`config.mk`:
```
export PLATFORM = sky130hd
export DESIGN_NAME = sync_framed_command_deframer_core
export DESIGN_NICKNAME = d
export VERILOG_FILES = /design/src/hw/rtl/sfcd_pkg.sv /design/src/hw/rtl/sfcd_parser.sv /design/src/hw/rtl/sfcd_out_reg.sv /design/src/hw/rtl/sync_framed_command_deframer_core.sv
export SDC_FILE = /design/constraint.sdc
export NUM_CORES = 1
export LEC_CHECK = 0
export BUFFER_PORTS_ARGS = -buffer_cell sky130_fd_sc_hd__buf_2
export CAP_MARGIN = 20
export CORE_ASPECT_RATIO = 2
export CORE_MARGIN = 2
export CORE_UTILIZATION = 62
export DETAILED_ROUTE_END_ITERATION = 10
export PLACE_DENSITY_LB_ADDON = 0.2
export SLEW_MARGIN = 30
export SYNTH_ARGS = -nofsm -noshare
export SYNTH_HDL_FRONTEND = slang
export SYNTH_SLANG_ARGS = --single-unit
```
`constraint.sdc`:
```
create_clock -name clk -period 17.5 [get_ports clk]
set_input_delay 1.75 -clock clk [delete_from_list [all_inputs] [get_ports clk]]
set_output_delay 1.75 -clock clk [all_outputs]
set_load 0.1 [all_outputs]
```
`src/hw/rtl/sfcd_pkg.sv`:
```
`default_nettype none
// ----------------------------------------------------------------------------
// sfcd_pkg
// Shared types and constants for the sync-framed command deframer.
// ----------------------------------------------------------------------------
package sfcd_pkg;

  // Width of the configuration register index.
  localparam int unsigned CFG_IDX_W = 2;

  // Configuration register indexes.
  localparam logic [CFG_IDX_W-1:0] CFG_SYNC_FIRST  = 2'd0;
  localparam logic [CFG_IDX_W-1:0] CFG_SYNC_SECOND = 2'd1;
  localparam logic [CFG_IDX_W-1:0] CFG_SYNC_THIRD  = 2'd2;

  // Position within a frame.
  typedef enum logic [3:0] {
    POS_HUNT  = 4'd0,
    POS_SYNC2 = 4'd1,
    POS_SYNC3 = 4'd2,
    POS_CMD   = 4'd3,
    POS_DHI   = 4'd4,
    POS_DLO   = 4'd5,
    POS_REG   = 4'd6,
    POS_CSH   = 4'd7,
    POS_CSL   = 4'd8
  } sfcd_pos_t;

  // Expected sync byte values.
  typedef struct packed {
    logic [7:0] first;
    logic [7:0] second;
    logic [7:0] third;
  } sfcd_sync_t;

  // One decoded frame, with a flag for a matching checksum.
  typedef struct packed {
    logic        hit;
    logic [7:0]  command_code;
    logic [7:0]  register_index;
    logic [15:0] data_value;
  } sfcd_result_t;

endpackage : sfcd_pkg
`default_nettype wire

```
`src/hw/rtl/sfcd_parser.sv`:
```
`default_nettype none
// ----------------------------------------------------------------------------
// sfcd_parser
// Frame position state machine, field capture and checksum comparison.
// ----------------------------------------------------------------------------
module sfcd_parser
  import sfcd_pkg::*;
(
  input  wire logic         clk,
  input  wire logic         rst_n,
  input  wire logic         step,
  input  wire logic [7:0]   rx_byte,
  input  wire sfcd_sync_t   sync,
  output sfcd_result_t      result
);

  sfcd_pos_t   pos_r, pos_nxt;
  logic [7:0]  cmd_r, dhi_r, dlo_r, reg_r, csh_r;
  logic [15:0] sum;
  logic        sum_ok;

  // Position register.
  always_ff @(posedge clk) begin
    if (!rst_n) begin
      pos_r <= POS_HUNT;
    end else if (step) begin
      pos_r <= pos_nxt;
    end
  end

  // Next position; a byte that breaks the sync sequence returns to hunting.
  always_comb begin
    unique case (pos_r)
      POS_HUNT:  pos_nxt = (rx_byte == sync.first)  ? POS_SYNC2 : POS_HUNT;
      POS_SYNC2: pos_nxt = (rx_byte == sync.second) ? POS_SYNC3 : POS_HUNT;
      POS_SYNC3: pos_nxt = (rx_byte == sync.third)  ? POS_CMD   : POS_HUNT;
      POS_CMD:   pos_nxt = POS_DHI;
      POS_DHI:   pos_nxt = POS_DLO;
      POS_DLO:   pos_nxt = POS_REG;
      POS_REG:   pos_nxt = POS_CSH;
      POS_CSH:   pos_nxt = POS_CSL;
      POS_CSL:   pos_nxt = POS_HUNT;
      default:   pos_nxt = (rx_byte == sync.first)  ? POS_SYNC2 : POS_HUNT;
    endcase
  end

  // Payload capture, one field per position.
  always_ff @(posedge clk) begin
    if (step) begin
      if (pos_r == POS_CMD) cmd_r <= rx_byte;
      if (pos_r == POS_DHI) dhi_r <= rx_byte;
      if (pos_r == POS_DLO) dlo_r <= rx_byte;
      if (pos_r == POS_REG) reg_r <= rx_byte;
      if (pos_r == POS_CSH) csh_r <= rx_byte;
    end
  end

  // Additive checksum over the sync values and the four payload bytes.
  assign sum = 16'(sync.first) + 16'(sync.second) + 16'(sync.third)
             + 16'(cmd_r) + 16'(dhi_r) + 16'(dlo_r) + 16'(reg_r);
  assign sum_ok = (sum == {csh_r, rx_byte});

  // Result for the final checksum byte.
  assign result.hit            = step && (pos_r == POS_CSL) && sum_ok;
  assign result.command_code   = cmd_r;
  assign result.register_index = reg_r;
  assign result.data_value     = {dhi_r, dlo_r};

`ifndef SYNTH
  // A result comes only from the last checksum byte.
  a_hit_at_end: assert property (@(posedge clk) disable iff (!rst_n)
    result.hit |-> (step && pos_r == POS_CSL))
    else $error("result outside the checksum low position");

  // After the last checksum byte the parser always hunts again.
  a_back_to_hunt: assert property (@(posedge clk) disable iff (!rst_n)
    (step && pos_r == POS_CSL) |=> (pos_r == POS_HUNT))
    else $error("no return to hunting after a frame");

  // A mismatching second sync byte is consumed and not retried as a first.
  a_broken_sync: assert property (@(posedge clk) disable iff (!rst_n)
    (step && pos_r == POS_SYNC2 && rx_byte != sync.second) |=> (pos_r == POS_HUNT))
    else $error("broken sync did not return to hunting");
`endif

endmodule : sfcd_parser
`default_nettype wire

```
`src/hw/rtl/sfcd_out_reg.sv`:
```
`default_nettype none
// ----------------------------------------------------------------------------
// sfcd_out_reg
// Result register on the output channel, with the pipeline advance signal.
// ----------------------------------------------------------------------------
module sfcd_out_reg
  import sfcd_pkg::*;
(
  input  wire logic         clk,
  input  wire logic         rst_n,
  input  wire sfcd_result_t result,
  output logic              advance,
  output logic              out_valid,
  input  wire logic         out_stall,
  output logic [7:0]        out_command_code,
  output logic [7:0]        out_register_index,
  output logic [15:0]       out_data_value
);

  logic        valid_r;
  logic [7:0]  cmd_r;
  logic [7:0]  reg_r;
  logic [15:0] data_r;

  // The pipeline moves whenever the register is empty or being emptied.
  assign advance = !valid_r || !out_stall;

  // Valid flag.
  always_ff @(posedge clk) begin
    if (!rst_n) begin
      valid_r <= 1'b0;
    end else if (advance) begin
      valid_r <= result.hit;
    end
  end

  // Payload is loaded only with a new result, so it holds while stalled.
  always_ff @(posedge clk) begin
    if (advance && result.hit) begin
      cmd_r  <= result.command_code;
      reg_r  <= result.register_index;
      data_r <= result.data_value;
    end
  end

  assign out_valid          = valid_r;
  assign out_command_code   = cmd_r;
  assign out_register_index = reg_r;
  assign out_data_value     = data_r;

endmodule : sfcd_out_reg
`default_nettype wire

```
`src/hw/rtl/sync_framed_command_deframer_core.sv`:
```
`default_nettype none
// Path: the last checksum byte is held in the input register, and the parser's
// result for it is loaded into the result register when the pipeline advances;
// out_valid is the valid flag of that result register.
// Throughput: one byte per cycle; transfers pause only while a result is stalled.
// Reset: synchronous, active low; clears the sync registers to zero, the frame
// position to hunting and both valid flags. No clearing pass is needed.
// ----------------------------------------------------------------------------
// sync_framed_command_deframer_core
// Scans received bytes for sync-framed commands and emits checked commands.
// ----------------------------------------------------------------------------
module sync_framed_command_deframer_core
  import sfcd_pkg::*;
(
  input  wire logic                 clk,
  input  wire logic                 rst_n,
  // Input channel
  input  wire logic                 in_valid,
  output logic                      in_stall,
  input  wire logic [7:0]           in_rx_byte,
  // Result channel
  output logic                      out_valid,
  input  wire logic                 out_stall,
  output logic [7:0]                out_command_code,
  output logic [7:0]                out_register_index,
  output logic [15:0]               out_data_value,
  // Configuration port
  input  wire logic                 cfg_valid,
  output logic                      cfg_ready,
  input  wire logic [CFG_IDX_W-1:0] cfg_index,
  input  wire logic [7:0]           cfg_data
);

  sfcd_sync_t   sync_r;
  logic         in_valid_r;
  logic [7:0]   in_byte_r;
  logic         advance;
  sfcd_result_t result;

  // Configuration writes are always taken.
  assign cfg_ready = 1'b1;

  // Sync value registers.
  always_ff @(posedge clk) begin
    if (!rst_n) begin
      sync_r <= '0;
    end else if (cfg_valid) begin
      unique case (cfg_index)
        CFG_SYNC_FIRST:  sync_r.first  <= cfg_data;
        CFG_SYNC_SECOND: sync_r.second <= cfg_data;
        CFG_SYNC_THIRD:  sync_r.third  <= cfg_data;
        default: ;
      endcase
    end
  end

  // Input register, moving with the pipeline.
  assign in_stall = !advance;

  always_ff @(posedge clk) begin
    if (!rst_n) begin
      in_valid_r <= 1'b0;
    end else if (advance) begin
      in_valid_r <= in_valid;
    end
  end

  always_ff @(posedge clk) begin
    if (advance && in_valid) begin
      in_byte_r <= in_rx_byte;
    end
  end

  // Frame parsing and checksum check.
  sfcd_parser u_parser (
    .clk     (clk),
    .rst_n   (rst_n),
    .step    (in_valid_r && advance),
    .rx_byte (in_byte_r),
    .sync    (sync_r),
    .result  (result)
  );

  // Result register.
  sfcd_out_reg u_out_reg (
    .clk                (clk),
    .rst_n              (rst_n),
    .result             (result),
    .advance            (advance),
    .out_valid          (out_valid),
    .out_stall          (out_stall),
    .out_command_code   (out_command_code),
    .out_register_index (out_register_index),
    .out_data_value     (out_data_value)
  );

endmodule : sync_framed_command_deframer_core
`default_nettype wire

```
==> flow_summary.yaml, run 1 <==
run_status:
  status: "finished, final reports clean"
placement:
  gp_congestion: 0.971
  hpwl_um: 8520
  preCtsSetupSlack_ps: 11790
  port_buffers: 56
die:
  rows: 48
  initial_utilization_pct: 63.9
  ios: 58
  die_y_um: 137
  core_area_mm2: 0.00859
  die_w_um: 70.5
  die_area_mm2: 0.00967
timing:
  max_clock_freq_ghz: 0.174
  setup_violations: 0
  final.setup.tns_ps: 0
  holdWs_ps: 454
  skew_ps: 8.65
  fin_ws_ps: 11750
  maxSlewViolCount: 0
  hold_viol: 0
  layout_min_cycle_time_ps: 5750
  worst_pin_slew_ps: 943
  post-route-period-util_pct: 32.8
  slew_headroom_pct: 36.9
  rsz0062_at_grt: "no"
clock_tree:
  clk_transition_reported_paths_ps: 70
  cts_buffers: 9
  ctsHtreeMaxLevel: 3
  clk_latency_ps: 350
  ctsLongestPathBuffers: 2
  ctsResizeCount: 0
  cts_root_buf: "clkbuf_16"
  cts.sink_count: 110
  postCtsHoldBufs: 0
  cts_tree: "yes"
  post_cts_buffers: 0
drt:
  antenna_left: 0
  num_vias: 3295
  wire_per_inst_um: 18.8
  drcViolationCount: 0
  wl_um: 11000
  drtIter0Drc: 322
  first_pass_iters: 7
  via_per_inst: 5.62
final_layout:
  drive_gt1_share_pct: 16.0
  antennaDiodeCount: 0
  area_growth_pct: 12.9
  layout_commonest_cell: "edfxtp_1"
  layout.nets: 555
  layout_common_cells: "edfxtp_1, inv_1, buf_2"
synthesis:
  synth_top_area_cell: "edfxtp_1"
  yosysTopAreaCellShare_pct: 43.8
  syn_inst: 418
  ys_seq_area_share_pct: 54.7
  syn_area_mm2: 0.00549
  syn_area_per_cell_um2: 13.1
  ys_types: 35
  synth-seq-cells: 110
  synth_nets: 492
  yosys-top-cells-area: "edfxtp_1, fa_1, dfxtp_1, mux2i_1, ha_1"
  yosysWarnings: 0
worst_setup_path:
  worst_setup_path_end_kind: "flop"
  cp_max_fo: 33
  cpMostUsedCell: "fa_1"
  path_class: "reg -> reg"
  cp.arrival_ps: 5750
  cp-start-kind: "flop"
  cp.required_ps: 17510
  cpPeakStageDelay_ps: 550
  crit_chain: "ha_1, a21o_1, a21oi_1, nand2b_1, a21boi_0, o41a_1, xnor2_1, fa_1, fa_1, fa_1, inv_1, ha_1, xnor2_1, o21a_1, and3_1, o211ai_1, nor4_4, buf_4"
  slowest_stage: "fa_1"
run:
  cap_violations: 0
grt:
  grt.total_usage_pct: 24.4
  antenna_found_initial: 0
  grt_max_degree: 34
  grt_pass1_vias: 3520
  grt_first_pass_wirelength_um: 17500
  gr-total-overflow: 0
pwr:
  p_leak_nw: 2.51
  powerDensity_mw_per_mm2: 92.8
  irDropWorstVdd_v: 0.0000717
worst_hold_path:
  worstHoldPathType: "reg -> reg"
==> cells by family (layout without fill, tap and decap cells) <==
group / count (synthesis) / count (layout) / share of synthesized area, %
mux: 23 / 23 / 4.19
xor+xnor: 45 / 45 / 7.18
fa+ha+maj: 51 / 51 / 16.1
other cells: 1 / 1 / 0.0683
simple gates: 79 / 79 / 8.27
flops: 110 / 110 / 54.7
compound gates: 43 / 43 / 4.86
buf+inv: 66 / 134 / 4.58
==> metrics by stage <==
stage	area [um^2]	util (%)	std cells	power, W
2_1_floorplan	5490	-	418	0.000356
3_3_place_gp	5900	68.7	570	0.000376
3_5_place_dp	5900	68.7	570	0.000379
4_1_cts	6190	72.1	586	0.000577
5_1_grt	6190	72.1	586	0.000595
6_report	6190	72.1	586	0.000575
==> worst max-delay path: cells and delay by family, from the launching register on <==
kind	cells	cell delay, ps
adder cells (fa/ha/maj)	5	2170
XOR/XNOR	2	520
AO/OA/AOI/OAI	6	1250
flip-flops	1	390
AND/OR/NAND/NOR	3	590
buffers and inverters	2	470
==> cell type report <==
| cell class | instances | area [um^2] |
|---|---|---|
| clock buffer | 12 | 267 |
| clock inverter | 4 | 28.8 |
| fill | 581 | 2390 |
| inverter | 58 | 218 |
| multi-input combinational | 242 | 2240 |
| sequential | 110 | 3000 |
| tap | 100 | 125 |
| timing repair buffer | 60 | 310 |
==> worst paths after layout <==
path / from / cells after the start / end / slack [ps]
max: sync_r[9] / 18 / u_out_reg.out_data_value[9] / 11750
min: u_parser.reg_r[2] / 0 / u_out_reg.out_register_index[2] / 450
max reg2reg: sync_r[9] / 18 / u_out_reg.out_data_value[9] / 11750
min reg2reg: u_parser.reg_r[2] / 0 / u_out_reg.out_register_index[2] / 450
==> metal layers <==
layer  GRT usage (%)  routed length (um)  up-vias
met3            3.90                 432       36
met1            25.3                3800     1607
met4            15.8                 598        0
met5               0                   0        -
li1                -                   -     1541
met2            44.8                6190      111
==> synthesized netlist by cell type, drive strengths merged <==
cell type   n
ha         18
nor2       12
a21oi      14
and3        2
xor2       24
nand3b      3
o211ai      2
fa         33
nand2b      5
and2        1
o41a        1
nor3b       1
nand2       9
a31oi       3
nor2b      27
dfxtp      30
mux2i      23
inv        58
a21boi      3
a21o        3
clkbuf      6
a211oi      2
conb        1
buf         2
o22ai       1
nor4        8
xnor2      21
o21ai       8
nand4       4
o21a        6
nor3        6
edfxtp     80
nor4b       1
==> registers in the layout, indices dropped and copies added, names as in the netlist, 4 cells and up <==
signal,count
in_byte_r,8
sync_r,24
u_out_reg.out_command_code,8
u_out_reg.out_data_value,16
u_out_reg.out_register_index,8
u_parser.cmd_r,8
u_parser.csh_r,8
u_parser.dhi_r,8
u_parser.dlo_r,8
u_parser.pos_r,4
u_parser.reg_r,8
==> where the power goes <==
part	switching [W]	internal (W)
clock	0.0000906	0.000108
combinational	0.0000480	0.0000373
sequential	0.00000808	0.000283
total	0.000147	0.000428
Note: power is estimated with default switching activity, not from simulation.
==> inputs of run 2 (changes only) <==
- CORE_UTILIZATION: 62 -> 53
- clock period: 17.5 -> 5.2 ns (I/O delays scaled with it)
==> run 2 against run 1 <==
Effect of this change:
- hold slack lost 100 ps
- non-clock buffer count grew 6
- critical path depth grew 1
- clock-buffer cell count shrank 2
- worst setup slack lost 12000 ps
- sequential share of layout area shrank 2.2 points
- critical endpoint is now u_out_reg.out_register_index[1]
- largest power group unchanged
==> flow_summary.yaml, run 2 (synthesis gave the netlist of run 1 again) <==
worst_setup_path:
  cpPeakStageDelay_ps: 520
  path_class: "reg -> reg"
  crit_chain: "ha_1, a21o_1, a21oi_2, nand2b_4, a21boi_1, o41a_1, xnor2_2, fa_1, fa_1, fa_1, inv_2, ha_4, xnor2_4, o21a_1, and3_1, o211ai_1, nor4_4, buf_4, clkbuf_16"
  cp_max_fo: 8
  critPathBufInv: 3
  critical_path.top_delay_family: "adder cells"
  cp.required_ps: 5260
  slowest_stage: "fa_1"
  rrSetupSlack_ps: 100
  cp.arrival_ps: 5170
  cp-start-kind: "flop"
  worst_setup_path_end_kind: "flop"
  cpMostUsedCell: "fa_1"
clock_tree:
  cts_root_buf: "clkbuf_16"
  ctsHtreeMaxLevel: 3
  clk_latency_ps: 350
  cts_buffers: 9
  ctsLongestPathBuffers: 2
  clk_transition_reported_paths_ps: 70
  cts_tree: "yes"
  cts.sink_count: 110
grt:
  grt.total_usage_pct: 20.8
  antenna_found_initial: 0
  grt_first_pass_wirelength_um: 17500
  grt_max_degree: 33
  gr-total-overflow: 0
  grt_pass1_vias: 3467
timing:
  max_clock_freq_ghz: 0.196
  layout_min_cycle_time_ps: 5100
  holdWs_ps: 350
  slew_headroom_pct: 35.6
  setup_violations: 0
  skew_ps: 11.1
  worst_pin_slew_ps: 962
  maxSlewViolCount: 0
  hold_viol: 0
  post-route-period-util_pct: 98.2
final_layout:
  layout_commonest_cell: "edfxtp_1"
  area_growth_pct: 18.6
  multi_input_area_mm2: 0.00241
  top_register: "sync_r"
  ff_latch_area_mm2: 0.00301
  layout_common_cells: "edfxtp_1, buf_2, inv_1"
  antennaDiodeCount: 0
  fillCellCount: 773
  drive_gt1_share_pct: 23.2
  layout.nets: 561
  final_core_util_pct: 64.6
  final_cells: 627
  largest_register_ffs: 24
placement:
  dp.cells: 604
  gp_congestion: 0.890
  port_buffers: 56
  hpwl_um: 8730
run:
  cap_violations: 0
drt:
  num_vias: 3278
  via_per_inst: 5.23
  antenna_left: 0
  drtIter0Drc: 168
  drcViolationCount: 0
  wire_per_inst_um: 18.4
  first_pass_iters: 4
  wl_um: 11600
die:
  die_area_mm2: 0.0112
  rows: 52
  initial_utilization_pct: 54.4
  die_y_um: 148
  core_area_mm2: 0.0101
  ios: 58
  die_w_um: 76.0
pwr:
  irDropWorstVdd_v: 0.000226
  powerDensity_mw_per_mm2: 307
  p_total_w: 0.00200
  p_leak_nw: 2.58
worst_hold_path:
  worstHoldPathType: "in -> reg"
run_status:
  status: "finished, final reports clean"
run 2: changes by cell type in the layout (fill, tap and decap cells not counted), sizes merged:
cell,before,now
buf,60,64
clkinv,1,3
bufinv,0,1
clkinvlp,2,1
run 2: timing repair:
item | 4_1_cts | 5_1_grt
setup endpoints to repair | 0 | 32
endpoints found under the hold margin | 0 | 0
gates resized for setup | 0 | 15
hold buffers | 0 | 0
setup buffers | 0 | 4
run 2: cell type report:
type | instances | area share [%]
clock inverters | 6 | 0.923
multi-input cells | 242 | 37.1
clock buffers | 10 | 3.52
repair buffers | 66 | 6.25
well taps | 135 | 2.59
flip-flops and latches | 110 | 46.3
inverters | 58 | 3.34
run 2: per-layer routing:
| metal | routed length [um] | up-vias | global-route usage (%) |
|---|---|---|---|
| met5 | 0 | - | 0 |
| met3 | 350 | 31 | 3.54 |
| li1 | - | 1547 | - |
| met1 | 4060 | 1604 | 21.1 |
| met2 | 6550 | 96 | 39.3 |
| met4 | 597 | 0 | 12.4 |
run 2: where the power goes:
group          internal [W]  switching [W]  total [W]
combinational      0.000161       0.000179   0.000340
sequential         0.000950      0.0000296   0.000980
clock              0.000372       0.000303   0.000676
total               0.00148       0.000512    0.00200
run 2: final timing paths:
| path | start | endpoint | cells past startpoint |
|---|---|---|---|
| hold / removal | in_rx_byte[3] | in_byte_r[3] | 1 |
| hold reg to reg | u_parser.reg_r[6] | u_out_reg.out_register_index[6] | 0 |
| setup reg to reg | sync_r[17] | u_out_reg.out_register_index[1] | 19 |
| setup / recovery | sync_r[17] | u_out_reg.out_register_index[1] | 19 |
run 2: metrics by stage:
step | instance area (um^2) | setup WS, ps | TNS, ps
floorplan | 5590 | -190 | -6110
global placement | 6050 | 77.7 | 0
detailed placement | 6050 | 61.9 | 0
CTS | 6340 | 34.4 | 0
global route | 6510 | -74.5 | -1510
finish | 6510 | 95.2 | 0
